### config.mk
export PLATFORM = sky130hd
export DESIGN_NAME = cau_sat
export DESIGN_NICKNAME = d
export VERILOG_FILES = /design/src/hdl/cau_pkg.sv /design/src/hdl/cau_sat.sv
export SDC_FILE = /design/constraint.sdc
export NUM_CORES = 1
export LEC_CHECK = 0
export ABC_AREA = 1
export ABC_CLOCK_PERIOD_IN_PS = 4900
export BUFFER_PORTS_ARGS = -buffer_cell sky130_fd_sc_hd__buf_2
export CAP_MARGIN = 20
export CORE_AREA = 2 2 154 156
export DETAILED_ROUTE_END_ITERATION = 12
export DIE_AREA = 0 0 156 158
export MAX_ROUTING_LAYER = met4
export PLACE_DENSITY = 0.74
export SYNTH_ARGS = -nofsm -noshare
export SYNTH_HDL_FRONTEND = slang
export SYNTH_SLANG_ARGS = --single-unit
### constraint.sdc
create_clock -name clk -period 4.9 [get_ports clk]
set_input_delay 0.98 -clock clk [delete_from_list [all_inputs] [get_ports clk]]
set_output_delay 0.98 -clock clk [all_outputs]
set_load 0.1 [all_outputs]
### src/hdl/cau_pkg.sv
// Shared types for the complex arithmetic unit.
// No dependencies; used by the top level, cau_front and cau_sat.
`default_nettype none
package cau_pkg;

  typedef enum logic [1:0] {
    CMD_ADD = 2'd0,
    CMD_SUB = 2'd1,
    CMD_MUL = 2'd2,
    CMD_DIV = 2'd3
  } cmd_t;

  typedef struct packed {
    logic vld;
    cmd_t cmd;
    logic dz;
  } ctl_t;

  typedef struct packed {
    logic neg;
    logic hi;
  } lane_t;

endpackage
`default_nettype wire

### src/hdl/cau_sat.sv
// Output stage: quotient sign fix, product scaling, saturation and flags.
// Holds the output register; depends on cau_pkg.
`default_nettype none
module cau_sat #(
  parameter int W = 32,
  parameter int F = 16
) (
  input  wire logic           clk,
  input  wire logic           rst_n,
  input  wire cau_pkg::ctl_t  ctl_i,
  input  wire logic [2*W:0]   n_re,
  input  wire logic [2*W:0]   n_im,
  input  wire cau_pkg::lane_t lre,
  input  wire cau_pkg::lane_t lim,
  input  wire logic [W:0]     q_re,
  input  wire logic [W:0]     q_im,
  input  wire logic [2*W-1:0] r_re,
  input  wire logic [2*W-1:0] r_im,
  output logic                out_valid,
  output logic [W-1:0]        res_re,
  output logic [W-1:0]        res_im,
  output logic                overflow,
  output logic                div_by_zero
);
  localparam int NA = 2 * W + 1;
  localparam int Q  = W + 1;
  localparam logic [W-1:0] MAXV = {1'b0, {(W-1){1'b1}}};
  localparam logic [W-1:0] MINV = {1'b1, {(W-1){1'b0}}};

  function automatic logic [W:0] div_lane(cau_pkg::lane_t l, logic [Q-1:0] q, logic rnz);
    logic [Q:0] t;
    logic [W:0] r;
    t = {1'b0, q} + (Q+1)'(rnz);
    if (l.hi) begin
      r = {1'b1, l.neg ? MINV : MAXV};
    end else if (l.neg) begin
      if (t > ((Q+1)'(1) << (W-1))) r = {1'b1, MINV};
      else r = {1'b0, W'(~t + (Q+1)'(1))};
    end else if ({1'b0, q} > (Q+1)'(MAXV)) begin
      r = {1'b1, MAXV};
    end else begin
      r = {1'b0, q[W-1:0]};
    end
    return r;
  endfunction

  function automatic logic [W:0] fix_lane(logic [NA-1:0] n, logic mul);
    logic [NA-1:0] x;
    logic          fits;
    x    = mul ? NA'($signed(n) >>> F) : n;
    fits = (&x[NA-1:W-1]) | ~(|x[NA-1:W-1]);
    return fits ? {1'b0, x[W-1:0]} : {1'b1, x[NA-1] ? MINV : MAXV};
  endfunction

  logic [W:0]   lre_v, lim_v;
  logic [W-1:0] res_re_nxt, res_im_nxt;
  logic         ovf_nxt;
  logic         vld_r, ovf_r, dz_r;
  logic [W-1:0] res_re_r, res_im_r;

  always_comb begin
    if (ctl_i.cmd == cau_pkg::CMD_DIV) begin
      lre_v = div_lane(lre, q_re, |r_re);
      lim_v = div_lane(lim, q_im, |r_im);
    end else begin
      lre_v = fix_lane(n_re, ctl_i.cmd == cau_pkg::CMD_MUL);
      lim_v = fix_lane(n_im, ctl_i.cmd == cau_pkg::CMD_MUL);
    end
    if (ctl_i.dz) begin
      res_re_nxt = '0;
      res_im_nxt = '0;
      ovf_nxt    = 1'b0;
    end else begin
      res_re_nxt = lre_v[W-1:0];
      res_im_nxt = lim_v[W-1:0];
      ovf_nxt    = lre_v[W] | lim_v[W];
    end
  end

  always_ff @(posedge clk) begin
    if (!rst_n) begin
      vld_r <= 1'b0;
    end else begin
      vld_r <= ctl_i.vld;
    end
  end

  always_ff @(posedge clk) begin
    res_re_r <= res_re_nxt;
    res_im_r <= res_im_nxt;
    ovf_r    <= ovf_nxt;
    dz_r     <= ctl_i.dz;
  end

  assign out_valid   = vld_r;
  assign res_re      = res_re_r;
  assign res_im      = res_im_r;
  assign overflow    = ovf_r;
  assign div_by_zero = dz_r;
endmodule
`default_nettype wire

Yosys cells after proc, flatten, opt, wreduce, memory -nomap -nowiden. Index checks and enable logic that the tools add are counted.

$add $sub $neg: 4. $lt $le $gt $ge: 4. Equality and inequality tests: 2. Multiplexer cells: 18. Bitwise operators: 7. Reductions and logical operators: 6.

Operators with widths (number): $mux 33 (12); $mux 32 (4); $mux 64 (2); $reduce_or 64->1 (2); $add 33x1->34 (2); $gt 34x32->1 const B (2); $reduce_and 34->1 (2); $reduce_or 34->1 (2); $gt 33x31->1 const B (2); $add 32x1->32 const B (2); $not 32->32 (2); $eq 2x2->1 const B (2); $or 1x1->1 (3); $not 1->1 (2).

Flip-flop bits (word level): 67. Output and inout bits: 67.

Longest topological paths before layout. Gate-level depths: netlist (run 1).

Depth after elaboration: 9. Mapped depth: 21. Depth with buffers taken out: 21.

Worst setup path before layout (run 1). OpenSTA, ideal clock, no wires.

Kind: input -> register. Start point: input port r_re[25]. End point: register res_re_r[26] (netlist: res_re[26]). Arrival: 3944 ps. Slack: 836 ps. Cell stages on the path: 19. Cell sequence: nor4_1 -> nand4_1 -> or4_1 -> ha_1 -> ha_1 -> inv_1 -> ha_1 -> nand2_1 -> nor2_1 -> nand2_1 -> nor2_2 -> nand2_1 -> inv_1 -> nand3_1 -> nor2_1 -> nand3_1 -> or2_2 -> nand3_2 -> a21oi_1.

Longest elaborated chain between the ends: 8. Elaborated cells on any way between the ends: 9.

Ends and longest elaborated chain: start: declaration (line cau_sat.sv:17) `input wire logic [2*W-1:0] r_re,`; $reduce_or 64->1 * (line cau_sat.sv:63) `lre_v = div_lane(lre, q_re, |r_re);`; $add 33x1->34 * (line cau_sat.sv:33) `t = {1'b0, q} + (Q+1)'(rnz);`; $not 32->32 (line cau_sat.sv:38) `else r = {1'b0, W'(~t + (Q+1)'(1))};`; $add 32x1->32 (line cau_sat.sv:38); $mux 33 * (line cau_sat.sv:37) `if (t > ((Q+1)'(1) << (W-1))) r = {1'b1, MINV};`; $mux 33 * (line cau_sat.sv:36) `end else if (l.neg) begin`; $mux 33 * (line cau_sat.sv:34) `if (l.hi) begin`; $mux 33 * (line cau_sat.sv:62) `if (ctl_i.cmd == cau_pkg::CMD_DIV) begin`; end signal: assignment (line cau_sat.sv:89) `res_re_r <= res_re_nxt;`; end: declaration (line cau_sat.sv:59) `logic [W-1:0] res_re_r, res_im_r;`.

Every way passes the cells marked *; elsewhere a longest branch is shown, timed or not. A chain may end at the register's enable or synchronous reset.

Worst setup path in the final report (run 1).
Start point: input port r_im[57]. End point: register res_im_r[4] (netlist: res_im[4]).

Longest elaborated chain between the ends: 8. Elaborated cells on any way between the ends: 9.

Ends and longest elaborated chain: start: declaration (line cau_sat.sv:18) `input wire logic [2*W-1:0] r_im,`; $reduce_or 64->1 * (line cau_sat.sv:64) `lim_v = div_lane(lim, q_im, |r_im);`; $add 33x1->34 * (line cau_sat.sv:33); $not 32->32 (line cau_sat.sv:38); $add 32x1->32 (line cau_sat.sv:38); $mux 33 * (line cau_sat.sv:37); $mux 33 * (line cau_sat.sv:36); $mux 33 * (line cau_sat.sv:34); $mux 33 * (line cau_sat.sv:62); end signal: assignment (line cau_sat.sv:90) `res_im_r <= res_im_nxt;`; end: declaration (line cau_sat.sv:59).

Marks and branches as above.

==> results of run 1 <==
state kept, by name, indices dropped and copies added (netlist names):
signal / cells
out_valid: 1
res_re: 32
res_im: 32
overflow: 1
div_by_zero: 1
cell type report:
class,count,area (µm²)
Antenna cell,4,10.0
Clock buffer,9,225
Clock inverter,7,125
Fill cell,2494,11300
Inverter,143,537
Multi-Input combinational cell,1413,6890
Sequential cell,67,1340
Tap cell,290,363
Timing Repair Buffer,427,2230
Yosys cell counts, types with 12 or more instances:
| cell | number |
|---|---|
| o21ai_0 | 93 |
| a22oi_1 | 31 |
| xor2_1 | 12 |
| nor2_1 | 173 |
| clkbuf_1 | 42 |
| nand4_1 | 71 |
| dfxtp_1 | 67 |
| nor4_1 | 44 |
| a21oi_1 | 130 |
| nor2_2 | 21 |
| inv_1 | 137 |
| nand3_1 | 113 |
| nand2_2 | 19 |
| nor3_1 | 17 |
| nand3b_1 | 29 |
| nor2_4 | 12 |
| nand2_1 | 578 |
cell families (layout without fill, tap and decap cells):
kind of cell / after synthesis / after routing / synth area share, %
AO/OA/AOI/OAI: 274 / 274 / 16.5
XOR/XNOR: 21 / 21 / 2.03
adder cells (fa/ha/maj): 6 / 6 / 0.828
buffers and inverters: 208 / 586 / 9.40
flip-flops: 67 / 67 / 14.8
multiplexers: 3 / 3 / 0.331
other: 0 / 4 / 0
AND/OR/NAND/NOR: 1109 / 1109 / 56.1
critical path: stages:
cell and delay, ns:
buf_2 0.09, nor4_1 0.53, nand4_1 0.17, or4_1 0.50, ha_1 0.23, ha_1 0.23, nand3_1 0.20, nor2_1 0.11
nand2_1 0.07, nand2_1 0.13, nor2_2 0.21, nand3_1 0.17, nor3_1 0.35, nand4_1 0.20, nand2_2 0.14, buf_4 0.23
nand4_1 0.12, a21oi_1 0.15
power by group through the flow:
stage | clock, µW | sequential [µW] | combinational, µW
2_1_floorplan | 0 | 899 | 329
3_3_place_gp | 0 | 614 | 964
3_5_place_dp | 0 | 614 | 967
4_1_cts | 797 | 602 | 970
5_1_grt | 817 | 603 | 1050
6_report | 799 | 603 | 984
repair_timing:
| item | CTS | global route |
|---|---|---|
| endpoints found under the setup margin | 0 | 1 |
| hold endpoints to repair | 0 | 0 |
| buffers inserted | 0 | 0 |
| gates resized for setup | 0 | 1 |
path summary, 6_finish.rpt:
kind	start	end	slack (ns)	depth (start not counted)
hold / removal	ctl_i[0]	div_by_zero	0.80	1
setup / recovery	r_im[57]	res_im[4]	0.34	18
per-stage QoR:
| step | cells | utilization (%) |
|---|---|---|
| after floorplan | 1688 | - |
| after global placement | 2340 | 49.2 |
| after detailed placement | 2340 | 49.2 |
| after CTS | 2356 | 50.8 |
| after global routing | 2360 | 50.8 |
| final | 2360 | 50.8 |
metal layers:
layer  up-vias  wire, µm  GRT usage [%]
li1       6396         -              -
met1      6044     18600           45.8
met3        85      4320           6.98
met4         0      1390           13.5
met2       763     19000           50.3
met5         -         0              -
==> results.cfg, run 1 <==
[die]
die_y_um = 158
initial_utilization_pct = 39.3
floorplan.core_area_um2 = 23100
die-width_um = 156
design.die.area_um2 = 24600
placementRows = 56
pin_count = 401

[global_routing]
grt_remaining_overflow = 0
via_count_of_the_first_global_routing_pass = 11659
grt_antenna_before_repair = 4
grt_pass1_wl_um = 63000
grt_max_degree = 57
grt_use_total_pct = 34.2

[clock_tree]
clock-root-buffer = clkbuf_16
cts_htree_levels = 3
cts-hold-fix-buffers = 0
clock-sinks = 67
numCtsBuffers = 9
clock_tree_from_tritoncts = yes
clock_path_buffers = 2
worst_setup_hold_path_clk_slew_ns = 0.06

[synth]
synth-seq-area-share_pct = 14.8
postSynth.asyncResetShare_pct = 0
net_count_after_synthesis = 2028
synthFlopType = dfxtp_1
synth_largest_type_area_fraction_pct = 23.9
yosysTopAreaCell = nand2_1
synth.avg_cell_area_um2 = 5.37
postSynthRegisterBits = 67
total_standard_cell_area_after_synthesis_um2 = 9070
number_of_enable_flip_flop_cells_after_synthesis = 0
synth_cell_type_count = 47
top_cells_by_area_synth = nand2_1 24%, dfxtp_1 15%, a21oi_1 7.2%, nor2_1 7.2%, nand3_1 6.2%
synthesis.instances = 1688
yosys_warnings = 0

[place]
place.port_buffers = 400
dp_hpwl_um = 36600
post_place_setup_slack_ns = 0.0387
finalWeightedCongestion = 1.06
postPlaceCellArea_um2 = 11400

[sta]
timing.hold.ws_ns = 0.797
max-slew-margin-rel_pct = 31.8
final_hold_vio_count = 0
finalWorstSetupSlack_ns = 0.335
final_max_slew_viol_count = 0
grt_setup_unrepaired = no
finalSetupViolCount = 0
max_clock_freq_ghz = 0.219
totalNegativeSetupSlack_ns = 0
fin_crit_ns = 4.56
final.period_utilization_pct = 93.2
timing_worst_slew_pin_value_ns = 1.02

[pwr]
worst_ir_drop_vdd_v = 0.000119
pwr-share-comb_pct = 41.2
p_leak_uw = 0.00581
intPower_uw = 1340
power_frac_seq_pct = 25.3
design_power_total_uw = 2390
switching_power_uw = 1050
clock_power_share_pct = 33.5
switching_share_pct = 43.8
power_density_normalized_to_cell_area_nw_per_um2 = 204

[drt]
dr.pass1.iters = 8
avgViaCountPerCell = 5.63
wl_per_cell_um = 18.4
routed_wirelength_um = 43300
first_iter_violations = 1415
postRouteAntennaNets = 0
remaining_drcs = 0
via_count = 13288

[setup_path]
required_time_of_the_worst_setup_path_ns = 5.18
worst_setup_path_end_kind = register
cp_max_fo = 15
crit_path_start_kind = primary input
worst_ep_arrival_time_ns = 4.84
critical_path_class = in2reg

[run]
maxCapViolations = 0

[finish]
areaGrowthSynthToFinish_pct = 29.2
postLayoutCellArea_um2 = 11700
finish.net_count = 2401
most_common_cell_after_layout_fill_and_taps_aside = nand2_1
drive_above_1_share_pct = 25.7
layout.cells.most_common_list = 577 x nand2_1, 400 x buf_2, 173 x nor2_1

[worst_hold_path]
holdCritPathClass = in2reg

[outcome]
status = finished, final reports clean
(Power assumes the default switching activity.)
==> run 2: changes to the inputs <==
Settings changed: RECOVER_POWER set to 50.
==> run 2 against run 1 <==
Hold slack gained 0.012 ns. Total power shrank 0.58%. Worst setup slack gained 0.065 ns. Global-route usage is the same. Count of clock-buffer cells in the layout is the same. Critical endpoint unchanged. Critical path type unchanged. Design area shrank 0.70%. Utilization shrank 0.36 points. Routed wire length is essentially flat. Final cell count is the same. Sequential power is essentially flat.
==> results.cfg, run 2 (same netlist as run 1, synthesis figures left out) <==
[drt]
via_count = 13224
first_iter_violations = 1430
detailroute.wirelength.met3_um = 4160
dr_wl_met2_um = 19100
remaining_drcs = 0
routed_wirelength_um = 43300
top_layer_used = met4
wl_per_cell_um = 18.4
postRouteAntennaNets = 0
avgViaCountPerCell = 5.60
dr.pass1.iters = 6
wl_met1_um = 18700

[setup_path]
timing.critical_path.buf_inv = 2
timing.critical_path.max_delay_family = simple AND/OR/NAND/NOR gates
crit_chain = buf_2, nor4_1, nand4_1, or4_1, ha_1, ha_1, nand3_1, nor2_1, nand2_1, nand2_1, nor2_2, nand3_1, nor3_1, nand4_1, nand2_2, buf_4, nand4_1, a21oi_1
worst_ep_arrival_time_ns = 4.78
critical_path_class = in2reg
cp_slowest_stage_delay_ns = 0.50
cp_max_fo = 15
worst_path_max_delay_cell = nor4_1
worst_setup_path_end_kind = register
critical-path-top-cell-by-count = nand4_1
crit_path_start_kind = primary input
required_time_of_the_worst_setup_path_ns = 5.18

[global_routing]
grt_use_total_pct = 34.2
via_count_of_the_first_global_routing_pass = 11659
grt_remaining_overflow = 0
grt_max_degree = 57
grt_pass1_wl_um = 63000
grt_antenna_before_repair = 4

[die]
initial_utilization_pct = 39.3
die_y_um = 158
die-width_um = 156
floorplan.core_area_um2 = 23100
placementRows = 56
pin_count = 401
design.die.area_um2 = 24600

[finish]
final_standard_cell_count_with_taps_included_and_fillers_excluded = 2360
layout.filler_cells = 2528
finish.net_count = 2401
drive_above_1_share_pct = 22.5
most_common_cell_after_layout_fill_and_taps_aside = nand2_1
layout.cells.most_common_list = 577 x nand2_1, 334 x buf_2, 173 x nor2_1
areaGrowthSynthToFinish_pct = 28.3

[pwr]
switching_share_pct = 44.0
clock_power_share_pct = 33.6
switching_power_uw = 1040
intPower_uw = 1330
power_frac_seq_pct = 25.5
pwr-share-comb_pct = 41.0
p_leak_uw = 0.00559
power_density_normalized_to_cell_area_nw_per_um2 = 204
worst_ir_drop_vdd_v = 0.000119

[place]
finalWeightedCongestion = 1.06
dp.cells = 2340
dp_hpwl_um = 36600
place.port_buffers = 400

[clock_tree]
worst_setup_hold_path_clk_slew_ns = 0.06
cts-hold-fix-buffers = 0
numCtsBuffers = 9
clock-sinks = 67
cts_htree_levels = 3
clock_tree_from_tritoncts = yes
clock-root-buffer = clkbuf_16
clock_path_buffers = 2

[sta]
finalSetupViolCount = 0
totalNegativeSetupSlack_ns = 0
final.period_utilization_pct = 91.8
timing_worst_slew_pin_value_ns = 1.29
max-slew-margin-rel_pct = 14.5
final_max_slew_viol_count = 0
fin_crit_ns = 4.50
final_hold_vio_count = 0
max_clock_freq_ghz = 0.222
grt_setup_unrepaired = no

[run]
maxCapViolations = 0

[worst_hold_path]
holdCritPathClass = in2reg

[outcome]
status = finished, final reports clean
## run 2: changes by cell type in the layout (fill, tap and decap cells not counted)
| cell | delta |
|---|---|
| clkbuf_1 | +66 |
| buf_2 | -66 |
## run 2: final timing paths
check             startpoint   endpoint  slack [ns]  cells after the start
setup / recovery    r_im[57]  res_im[4]        0.40                     18
hold / removal      ctl_i[3]  out_valid        0.81                      3
## run 2: stage by stage
step | utilization [%] | hold slack [ns] | total power [µW] | worst slack, ns | cell area, µm²
final | 50.5 | 0.809 | 2370 | 0.400 | 11600
after global routing | 50.5 | 0.826 | 2460 | 0.0250 | 11600
after CTS | 50.8 | 0.792 | 2370 | 0.395 | 11700
after detailed placement | 49.2 | 1.16 | 1580 | 0.0387 | 11400
after global placement | 49.2 | 1.14 | 1580 | 0.0453 | 11400
after floorplan | - | 1.01 | 1230 | 0.836 | 9070
## run 2: what timing repair did
action                                  in CTS  in global routing
setup buffers                                0                  0
endpoints found under the setup margin       0                  1
gates resized for setup                      0                  1
hold endpoints to repair                     0                  0
## run 2: per-layer routing
metal | global-route usage, % | up-vias
li1 | - | 6399
met1 | 45.8 | 6022
met2 | 50.3 | 717
met3 | 6.98 | 86
met4 | 13.5 | 0
met5 | - | -
## run 2: area by class of cell
type                    instances  area, µm²  share of cell area (%)
flip-flops and latches         67       1340                    11.5
well taps                     290        363                    3.12
clock buffers                   9        225                    1.94
multi-input cells            1413       6890                    59.2
inverters                     143        537                    4.61
repair buffers                427       2150                    18.5
diodes                          4       10.0                  0.0860
clock inverters                 7        125                    1.08
## run 2: power groups by stage
stage | logic, µW | registers, µW | clock network (µW)
after CTS | 970 | 602 | 797
after detailed placement | 967 | 614 | 0
after global placement | 964 | 614 | 0
final | 972 | 604 | 796
after floorplan | 329 | 899 | 0
after global routing | 1040 | 605 | 817
