File: src/hdl/cau_div_step.sv
// One restoring division step: brings in one numerator bit and yields one quotient bit.
// Registered outputs; no dependencies.
`default_nettype none
module cau_div_step #(
  parameter int MW = 64,
  parameter int Q  = 33
) (
  input  wire logic          clk,
  input  wire logic [MW-1:0] m_i,
  input  wire logic [MW-1:0] rem_i,
  input  wire logic [Q-1:0]  quo_i,
  input  wire logic [Q-1:0]  low_i,
  output logic [MW-1:0]      rem_o,
  output logic [Q-1:0]       quo_o,
  output logic [Q-1:0]       low_o
);
  logic [MW:0]   sh, diff;
  logic          ge;
  logic [MW-1:0] rem_nxt;

  always_comb begin
    sh      = {rem_i, low_i[Q-1]};
    diff    = sh - {1'b0, m_i};
    ge      = sh >= {1'b0, m_i};
    rem_nxt = ge ? diff[MW-1:0] : sh[MW-1:0];
  end

  always_ff @(posedge clk) begin
    rem_o <= rem_nxt;
    quo_o <= {quo_i[Q-2:0], ge};
    low_o <= {low_i[Q-2:0], 1'b0};
  end
endmodule
`default_nettype wire

File: config.mk
export PLATFORM = sky130hd
export DESIGN_NAME = cau_div_step
export DESIGN_NICKNAME = d
export VERILOG_FILES = /design/src/hdl/cau_div_step.sv
export SDC_FILE = /design/constraint.sdc
export NUM_CORES = 1
export LEC_CHECK = 0
export BUFFER_PORTS_ARGS = -buffer_cell sky130_fd_sc_hd__buf_2
export CAP_MARGIN = 30
export CORE_MARGIN = 5
export CORE_UTILIZATION = 42
export DETAILED_ROUTE_END_ITERATION = 8
export PLACE_DENSITY = 0.71
export SYNTH_ARGS = -nofsm -noshare
export SYNTH_HDL_FRONTEND = slang
export SYNTH_SLANG_ARGS = --single-unit
File: constraint.sdc
create_clock -name clk -period 3.6 [get_ports clk]
set_clock_uncertainty 0.1 [all_clocks]
set_input_delay 0.36 -clock clk [delete_from_list [all_inputs] [get_ports clk]]
set_output_delay 0.36 -clock clk [all_outputs]
set_load 0.01 [all_outputs]
== Word level (Yosys, flattened, before mapping) ==
Cells that the tools add are included.
Cells by class
  add/subtract/negate cells: 1
  $mul: 0
  divide/modulo/power cells: 0
  order comparisons: 1
  equality and inequality tests: 0
  shift-type cells: 0
  mux-type cells: 1
  bitwise logic cells: 0
  reductions and logical operators: 0
Operator list (count)
  $ge 65x64->1: 1
  $mux 64: 1
  $sub 64x64->64: 1
Word-level totals
  flip-flop bits (word level): 129
  latch bits: 0
  memory bits (writable): 0
  memory bits (read-only): 0
  input port bits: 195
  output and inout port bits: 130
  word-level logic and storage cells: 6
  memories: 0

== Depth between registers and ports, before layout ==
Gate-level depths: netlist of the first run.
  word-level depth: 2
  depth in mapped cells: 14
  depth with buffers taken out: 13

== Least setup slack after synthesis of the first run ==
OpenSTA, ideal clock, no wires.
  path kind: input -> register
  start: input low_i[32]
  end: register rem_o[52]
  setup time: 0.121 ns
  data arrival time: 2.929 ns
  slack: 0.449 ns
  stages on the path: 13
  buffers on the path: 0
  cell sequence: inv_1 -> ha_1 -> fa_1 -> nand2b_1 -> a21oi_1 -> nor2_2 -> o311ai_1 -> a311o_1 -> a31o_4 -> a21o_4 -> a31oi_4 -> xnor2_1 -> mux2_4
On the way
  word-level cells in the longest chain between the ends: 2
Ends and longest elaborated chain
  from (decl): RTL line 12  | input wire logic [Q-1:0] low_i,
  $sub 64x64->64 / $ge 65x64->1 (equally long branches): RTL line 23, 24
  $mux 64 *: RTL line 25  | rem_nxt = ge ? diff[MW-1:0] : sh[MW-1:0];
  net rem_nxt[52]: RTL line 19  | logic [MW-1:0] rem_nxt;
  to (signal assigned): RTL line 29  | rem_o <= rem_nxt;
  to (decl): RTL line 13  | output logic [MW-1:0] rem_o,
Mark *: on every way through the listed nets, which the timed path passes. The rest lies on a longest branch.

== Worst setup path in the final report of the first run ==
  start: input low_i[32]
  end: register rem_o[58]
Same word-level chain as after synthesis.

==> flow_summary.json, run 1 <==
{
  "num_rows": 48,
  "core_area_um2": 17400,
  "h-tree-depth": 4,
  "io_pins": 325,
  "synth.avg_cell_area_um2": 8.29,
  "timing.hold.ws_ns": 0.0826,
  "syn_nets": 1160,
  "place_area_um2": 9300,
  "drive_gt1_share_pct": 31.8,
  "grt_pass1_vias": 7762,
  "area_growth_pct": 41.7,
  "async_reset_ff_share_pct": 0,
  "outcome": "complete, no violations",
  "cpMaxStageDelayCell": "o21ai_1",
  "clock_path_buffers": 2,
  "via_count": 7853,
  "setup_violations": 0,
  "finish.utilization_pct": 60.9,
  "crit_path_end_kind": "flop",
  "leakagePower_nw": 5.25,
  "critPathMaxFanout": 3,
  "cap_violations": 0,
  "post_cts_resized": 0,
  "tns_ns": 0,
  "die_x_um": 143,
  "die-area_um2": 20500,
  "clk_pin_slew_ns": 0.06,
  "synth.distinct_cells": 65,
  "route.detailed.drc": 0,
  "synth-edff-count": 0,
  "postCtsSetupRepairBufs": 0,
  "syn-cell-area_um2": 7460,
  "slew_headroom_pct": 49.6,
  "path_cells": "buf_2, inv_1, ha_1, fa_1, nand2b_1, a21oi_1, o211ai_1, nand3_1, o311ai_1, o311ai_0, o21ai_1, o21ai_0, xor2_1, mux2_2",
  "routedWlPerCell_um": 16.8,
  "cts_buffers": 17,
  "final_max_slew_viol_count": 0,
  "initial_core_util_pct": 43.0,
  "finalNonFillerCells": 1525,
  "yosys_warnings": 0,
  "drtIter0Drc": 377,
  "cts_root_buf": "clkbuf_16",
  "synth-main-ff-cell": "dfxtp_1",
  "min_period_over_period_pct": 86.5,
  "clock-sinks": 129,
  "ir_drop_mv": 0.356,
  "period_needed_ns": 3.11,
  "required_ns": 3.81,
  "track_usage_pct": 23.8,
  "yosysSeqAreaShare_pct": 34.6,
  "grt_max_degree": 47,
  "dp_hpwl_mm": 19.2,
  "gr-total-overflow": 0,
  "dieHeight_um": 143,
  "cts_tree": "built",
  "cellPowerDensity_nw_per_um2": 473,
  "path_delay_family": "compound AO/OA/AOI/OAI gates",
  "cts_hold_buf": 64,
  "port_buffers": 322,
  "max_freq_mhz": 321,
  "grt_pass1_wl_mm": 38.9,
  "wirelength_mm": 25.6,
  "hold_viol": 0,
  "final_nets": 1539,
  "max_stage_delay_ns": 0.39,
  "antenna_left": 0,
  "path_buf_inv": 2,
  "dr.pass1.iters": 5,
  "worstMarginPinSlew_ns": 0.747,
  "hp-class": "in2reg",
  "synthCells": 900,
  "antenna_found_initial": 8,
  "setup.worst_path.class": "in2reg",
  "dp.cells": 1421,
  "finalInstanceArea_um2": 10600,
  "synth-seq-cells": 129,
  "routabilityCongestion": 0.915,
  "critPathLaunchType": "primary input",
  "rsz0062_at_grt": "no",
  "vias_per_cell": 5.15,
  "worst_ep_arrival_time_ns": 3.32
}
stage by stage:
stage	total power, mW	worst slack (ns)
finish	5.01	0.486
global route	5.26	0.260
CTS	5.02	0.507
detailed placement	3.16	0.0853
global placement	3.15	0.143
floorplan	2.62	0.449
layout by cell type (no fill, tap or decap), types with 4 or more instances in the layout:
cell type / n
mux2_2: 19
nand2b_1: 6
diode_2: 9
o221ai_1: 5
o21bai_1: 11
inv_1: 81
dfxtp_1: 129
a21oi_1: 122
nor4_1: 8
nand4_1: 27
nand3_1: 15
clkinv_4: 5
nor2_1: 83
buf_4: 17
a21o_1: 33
o31ai_1: 4
ha_1: 64
a211oi_1: 4
a21oi_2: 4
o21ai_0: 38
nand2_1: 56
clkbuf_16: 17
buf_2: 322
nor3_1: 9
o211ai_1: 4
and3_1: 5
xor2_1: 25
xnor2_1: 36
or3_1: 6
nor2b_1: 7
dlygate4sd3_1: 64
a31oi_1: 4
cells in the mapped netlist (6+ instances only):
cell type  number  area (µm²)
nor2b_1         7        43.8
o21ai_0        38         190
nand3_1        15        75.1
ha_1           64         801
inv_1          81         304
nand2b_1        6        37.5
buf_2          13        65.1
dfxtp_1       129        2580
nor2_1         83         312
nand2_1        56         210
xnor2_1        36         315
clkbuf_1       23        86.3
nand4_1        27         169
mux2_2         19         214
a21o_1         33         248
a21oi_1       122         611
o21bai_1       11        82.6
nor3_1          9        45.0
xor2_1         25         219
nor4_1          8        50.1
or3_1           6        37.5
cell type report:
cell class,instances,area [µm²]
multi-input cells,645,4360
well taps,225,282
diodes,9,22.5
inverters,81,304
fillers,1542,6780
flip-flops and latches,129,2580
clock buffers,17,425
clock inverters,14,183
repair buffers,405,2420
state kept, by name, summed over array words and instances, names as in the netlist:
| signal | count |
|---|---|
| low_o | 32 |
| rem_o | 64 |
| quo_o | 33 |
cell families after synthesis:
logic type	Yosys count	synth area share, %
DFF	129	34.6
adders and majority gates	65	11.0
AOI/OAI and AO/OA	267	22.7
other	1	0.0503
muxes	20	3.07
buffers and inverters	126	7.03
and+or+nand+nor	231	14.4
xor gates and xnor gates	61	7.16
metal layers:
layer / share of wire, % / track usage [%] / vias to the layer above
li1: - / - / 3917
met1: 39 / 26.1 / 3553
met2: 50 / 43.1 / 326
met3: 7.2 / 5.29 / 57
met4: 3.8 / 11.9 / 0
met5: 0 / 0 / -
power breakdown:
group / total, mW / internal (mW) / switching, mW / leakage, nW
Combinational: 1.53 / 0.685 / 0.841 / 3.87
Sequential: 1.69 / 1.64 / 0.0496 / 1.09
Clock: 1.79 / 1.10 / 0.696 / 0.292
worst paths after layout:
| check | cells after the start | slack [ns] | end | from |
|---|---|---|---|---|
| min | 2 | 0.08 | rem_o[29] | rem_i[28] |
| max | 14 | 0.49 | rem_o[58] | low_i[32] |
Note: power is estimated with default switching activity, not from simulation.
==> inputs of run 2 (changes only) <==
Settings changed: PLACE_DENSITY 0.71 to 0.74.
Clock period 3.6 ns to 2.7 ns, I/O delays scaled along.
==> run 2 against run 1 <==
Net effect: flip-flop and latch count stayed put; combinational power is 72% higher; clock power is 31% higher; first-iteration DRC count is 25% higher; hold slack worse by 0.074 ns; cell count is 14% higher; die area stayed put; sequential power is 34% higher; via count is 13% higher; critical path depth is 1 lower; routed wire length is 18% higher; critical endpoint is now rem_o[26]; largest cell class unchanged; highest routed layer unchanged.
==> flow_summary.json, run 2 (same netlist as run 1, synthesis figures left out) <==
{
  "slew_headroom_pct": 59.4,
  "cap_violations": 0,
  "max_freq_mhz": 378,
  "min_path_cells": 2,
  "initial_core_util_pct": 43.0,
  "final_max_slew_viol_count": 0,
  "route.detailed.drc": 0,
  "dp.cells": 1603,
  "clk_pin_slew_ns": 0.07,
  "layout_setup_ws_ns": 0.0532,
  "antenna_found_initial": 3,
  "top_regs": "rem_o x64, quo_o x33, low_o x32",
  "die-area_um2": 20500,
  "path_buf_inv": 3,
  "port_buffers": 322,
  "regMostFlops": "rem_o",
  "finalNonFillerCells": 1733,
  "required_ns": 2.92,
  "dr.pass1.iters": 5,
  "grt_pass1_vias": 9076,
  "worstMarginPinSlew_ns": 0.602,
  "area_growth_pct": 70.7,
  "crit_path_end_kind": "flop",
  "io_pins": 325,
  "path_cells": "buf_4, ha_4, nor2b_4, o2111a_1, o21ai_2, o311ai_4, o2111ai_2, a21oi_2, o21ai_2, a21oi_4, buf_6, clkbuf_16, mux2_2",
  "dieHeight_um": 143,
  "fill_cells": 1247,
  "vias_per_cell": 5.14,
  "num_rows": 48,
  "routedWlPerCell_um": 17.5,
  "pre_cts_slack_ns": -0.780,
  "routabilityCongestion": 0.940,
  "min_from": "rem_i[7]",
  "path_delay_family": "compound AO/OA/AOI/OAI gates",
  "cpMaxStageDelayCell": "o311ai_4",
  "cellPowerDensity_nw_per_um2": 568,
  "clock-sinks": 129,
  "critPathLaunchType": "primary input",
  "cts_root_buf": "clkbuf_16",
  "clock_path_buffers": 2,
  "final_cell_mix": "buf_2, buf_4, dfxtp_1",
  "max_stage_delay_ns": 0.34,
  "largest_reg_flops": 64,
  "via_count": 8899,
  "wirelength_mm": 30.3,
  "dp_hpwl_mm": 21.6,
  "min_period_over_period_pct": 98.0,
  "track_usage_pct": 27.6,
  "final_nets": 1752,
  "cpMostUsedCell": "o21ai_2",
  "min_to": "rem_o[8]",
  "drtIter0Drc": 470,
  "layout_commonest_cell": "buf_2",
  "grt_max_degree": 17,
  "hp-class": "in2reg",
  "cts_tree": "built",
  "cts_buffers": 17,
  "setup_violations": 0,
  "rsz0062_at_grt": "yes",
  "outcome": "complete, no violations",
  "gr-total-overflow": 0,
  "period_needed_ns": 2.65,
  "critPathMaxFanout": 6,
  "ir_drop_mv": 0.449,
  "antenna_left": 0,
  "hold_viol": 0,
  "worst_ep_arrival_time_ns": 2.86,
  "h-tree-depth": 4,
  "die_x_um": 143,
  "leakagePower_nw": 6.41,
  "core_area_um2": 17400,
  "grt_pass1_wl_mm": 45.4,
  "drive_gt1_share_pct": 44.0,
  "setup.worst_path.class": "in2reg"
}
==> run 2: changes by cell type in the layout (fill, tap and decap cells not counted), sizes merged <==
cell / before / now
bufinv: 3 / 1
clkbuf: 17 / 18
diode: 9 / 3
clkinv: 6 / 3
inv: 84 / 90
dlygate4sd3: 64 / 85
buf: 341 / 532
==> run 2: cell type report <==
class                      count  area, µm²  area share, %
timing repair buffer         618       4120           32.3
clock buffer                  17        425           3.34
antenna                        3       7.51         0.0589
inverter                      81        309           2.43
sequential                   129       2580           20.3
multi-input combinational    645       4840           38.0
clock inverter                15        168           1.32
tap                          225        282           2.21
==> run 2: worst max-delay path by stage <==
stage,start,endpoint,slack (ns),cells after the start
after global routing,rem_i[12],rem_o[55],-0.05,12
after floorplan,m_i[1],rem_o[13],-0.07,12
final,rem_i[0],rem_o[26],0.05,13
after global placement,m_i[3],rem_o[58],-0.75,14
after detailed placement,m_i[3],rem_o[58],-0.78,14
after CTS,m_i[36],rem_o[10],0.002,18
==> run 2: layer usage <==
metal | vias to the layer above | routed length [µm] | global-route usage (%)
met5 | - | 0 | 0
met4 | 0 | 1060 | 11.7
met3 | 72 | 1870 | 5.12
met2 | 354 | 15900 | 51.6
met1 | 4139 | 11500 | 30.4
li1 | 4334 | - | -
==> run 2: metrics by stage <==
stage                     hold WS, ns  utilization [%]  total power [mW]  TNS [ns]  instance area, µm²
final                         0.00903             73.4              7.24         0               12700
after detailed placement        0.274             62.2              4.62    -30.41               10800
after global placement          0.272             62.2              4.59    -28.31               10800
after floorplan                 0.198                -              3.54     -1.34                7620
after global routing           0.0114             73.4              7.58    -0.296               12700
after CTS                    0.000123             71.6              7.13         0               12400
==> run 2: repair_timing <==
item                                   in CTS  in global routing
buffers inserted                            7                  4
gates cloned                                2                  1
gates resized for setup                    14                 71
endpoints found under the hold margin      85                  0
setup endpoints to repair                  51                 59
pin swaps                                  13                 24
hold buffers                               85                  0
==> run 2: power by group <==
| part | switching [mW] | leakage (nW) | internal (mW) |
|---|---|---|---|
| clock | 1.03 | 0.286 | 1.32 |
| sequential | 0.0780 | 1.09 | 2.18 |
| combinational | 1.32 | 5.03 | 1.31 |
==> inputs of run 3 (changes only) <==
Settings changed: MAX_ROUTING_LAYER from default to met4, TNS_END_PERCENT from default to 1.
==> run 3 against run 2 <==
Net effect: combinational power barely moved; flip-flop and latch count did not move; utilization down 0.24 points; global-route usage is 0.43 points lower; non-clock buffer count down 4; clock-buffer cell count did not move; critical path depth is 1 higher; routed wire length fell by 1.8%; sequential power barely moved.
==> flow_summary.json, run 3 (same netlist as run 1, synthesis figures left out) <==
{
  "drtIter0Drc": 548,
  "period_needed_ns": 2.64,
  "hold_viol": 0,
  "num_rows": 48,
  "crit_path_end_kind": "flop",
  "final_cell_mix": "buf_2, buf_4, dfxtp_1",
  "path_delay_family": "compound AO/OA/AOI/OAI gates",
  "vias_per_cell": 5.13,
  "required_ns": 2.91,
  "regMostFlops": "rem_o",
  "slew_headroom_pct": 56.6,
  "via_count": 8868,
  "layout_setup_ws_ns": 0.0636,
  "cpMaxStageDelayCell": "a211oi_4",
  "cpMostUsedCell": "a221oi_2",
  "critical_path.startpoint": "m_i[16]",
  "port_buffers": 322,
  "max_freq_mhz": 379,
  "antenna_left": 0,
  "antenna_found_initial": 4,
  "path_buf_inv": 3,
  "drive_gt1_share_pct": 43.2,
  "outcome": "complete, no violations",
  "cts_tree": "built",
  "hp-class": "in2reg",
  "cts_buffers": 17,
  "clock-sinks": 129,
  "clock_path_buffers": 2,
  "cts_root_buf": "clkbuf_16",
  "clk_pin_slew_ns": 0.07,
  "area_growth_pct": 70.1,
  "grt_max_degree": 38,
  "route.detailed.drc": 0,
  "total_power_mw": 7.15,
  "die_x_um": 143,
  "pre_cts_slack_ns": -0.695,
  "tns_ns": 0,
  "path_depth": 14,
  "setup_violations": 0,
  "dieHeight_um": 143,
  "final_max_slew_viol_count": 0,
  "dp_hpwl_mm": 21.1,
  "ir_drop_mv": 0.462,
  "finalNonFillerCells": 1730,
  "core_area_um2": 17400,
  "routedWlPerCell_um": 17.2,
  "top_regs": "rem_o x64, quo_o x33, low_o x32",
  "h-tree-depth": 4,
  "rsz0062_at_grt": "yes",
  "dp.cells": 1594,
  "leakagePower_nw": 6.35,
  "gr-total-overflow": 0,
  "fill_cells": 1273,
  "wirelength_mm": 29.8,
  "die-area_um2": 20500,
  "routabilityCongestion": 0.948,
  "layout_commonest_cell": "buf_2",
  "worstMarginPinSlew_ns": 0.644,
  "cap_violations": 0,
  "io_pins": 325,
  "critPathMaxFanout": 4,
  "largest_reg_flops": 64,
  "dr.pass1.iters": 5,
  "max_stage_delay_ns": 0.38,
  "finish.utilization_pct": 73.1,
  "worst_ep_arrival_time_ns": 2.85,
  "min_period_over_period_pct": 97.6,
  "initial_core_util_pct": 43.0,
  "final_nets": 1748,
  "multi_input_comb_area_um2": 4780,
  "critPathLaunchType": "primary input",
  "grt_pass1_wl_mm": 43.3,
  "path_cells": "buf_2, inv_1, ha_1, nand2_1, nor4_4, a221oi_2, buf_4, nor3b_4, a211oi_4, o2111ai_2, a21oi_2, a221oi_2, xor2_1, a21oi_1",
  "grt_pass1_vias": 8786,
  "cellPowerDensity_nw_per_um2": 563,
  "register_area_um2": 2580,
  "track_usage_pct": 27.1,
  "setup.worst_path.class": "in2reg",
  "worstSetupEndpoint": "rem_o[63]"
}
==> run 3: cell types whose count changed in the layout (fill, tap and decap cells not counted), sizes merged <==
| cell | before | now |
|---|---|---|
| buf | 532 | 521 |
| bufinv | 1 | 0 |
| clkbuf | 18 | 20 |
| diode | 3 | 4 |
| dlygate4sd3 | 85 | 90 |
| inv | 90 | 91 |
==> run 3: what timing repair did <==
item	CTS	global route
hold buffers	90	0
setup endpoints to repair	23	52
pin swaps	4	27
cloned	0	4
gates resized for setup	5	66
buffers inserted	2	5
hold endpoints to repair	90	0
==> run 3: area by class of cell <==
type	count	area share (%)
inverters	81	2.43
clock inverters	15	1.12
repair buffers	614	32.8
well taps	225	2.22
flip-flops and latches	129	20.3
diodes	4	0.0788
clock buffers	17	3.35
multi-input cells	645	37.7
==> run 3: layer usage <==
metal	up-vias	track usage [%]	routed length, µm
met5	-	-	0
met4	0	10.0	880
met3	74	4.16	2090
met2	410	49.5	15500
met1	4061	29.8	11300
li1	4323	-	-
==> run 3: worst min path at each step <==
stage	to	slack, ns	start	cells past startpoint
floorplan	low_o[10]	0.20	low_i[9]	0
global placement	quo_o[32]	0.27	quo_i[31]	1
detailed placement	low_o[22]	0.27	low_i[21]	1
CTS	rem_o[27]	0.0003	rem_i[26]	3
global route	rem_o[60]	0.02	rem_i[59]	3
finish	rem_o[48]	0.01	rem_i[47]	3
==> run 3: report_power, final <==
group | leakage, nW | total, mW | switching [mW] | internal [mW]
clock network | 0.276 | 2.26 | 1.04 | 1.22
logic | 4.98 | 2.63 | 1.32 | 1.31
registers | 1.09 | 2.26 | 0.0751 | 2.18
==> run 3: stage by stage <==
step / hold slack [ns] / instance area [µm²]
after global routing: 0.0173 / 12700
after detailed placement: 0.274 / 10700
final: 0.0112 / 12700
after CTS: 0.000319 / 12200
after global placement: 0.272 / 10700
after floorplan: 0.198 / 7610
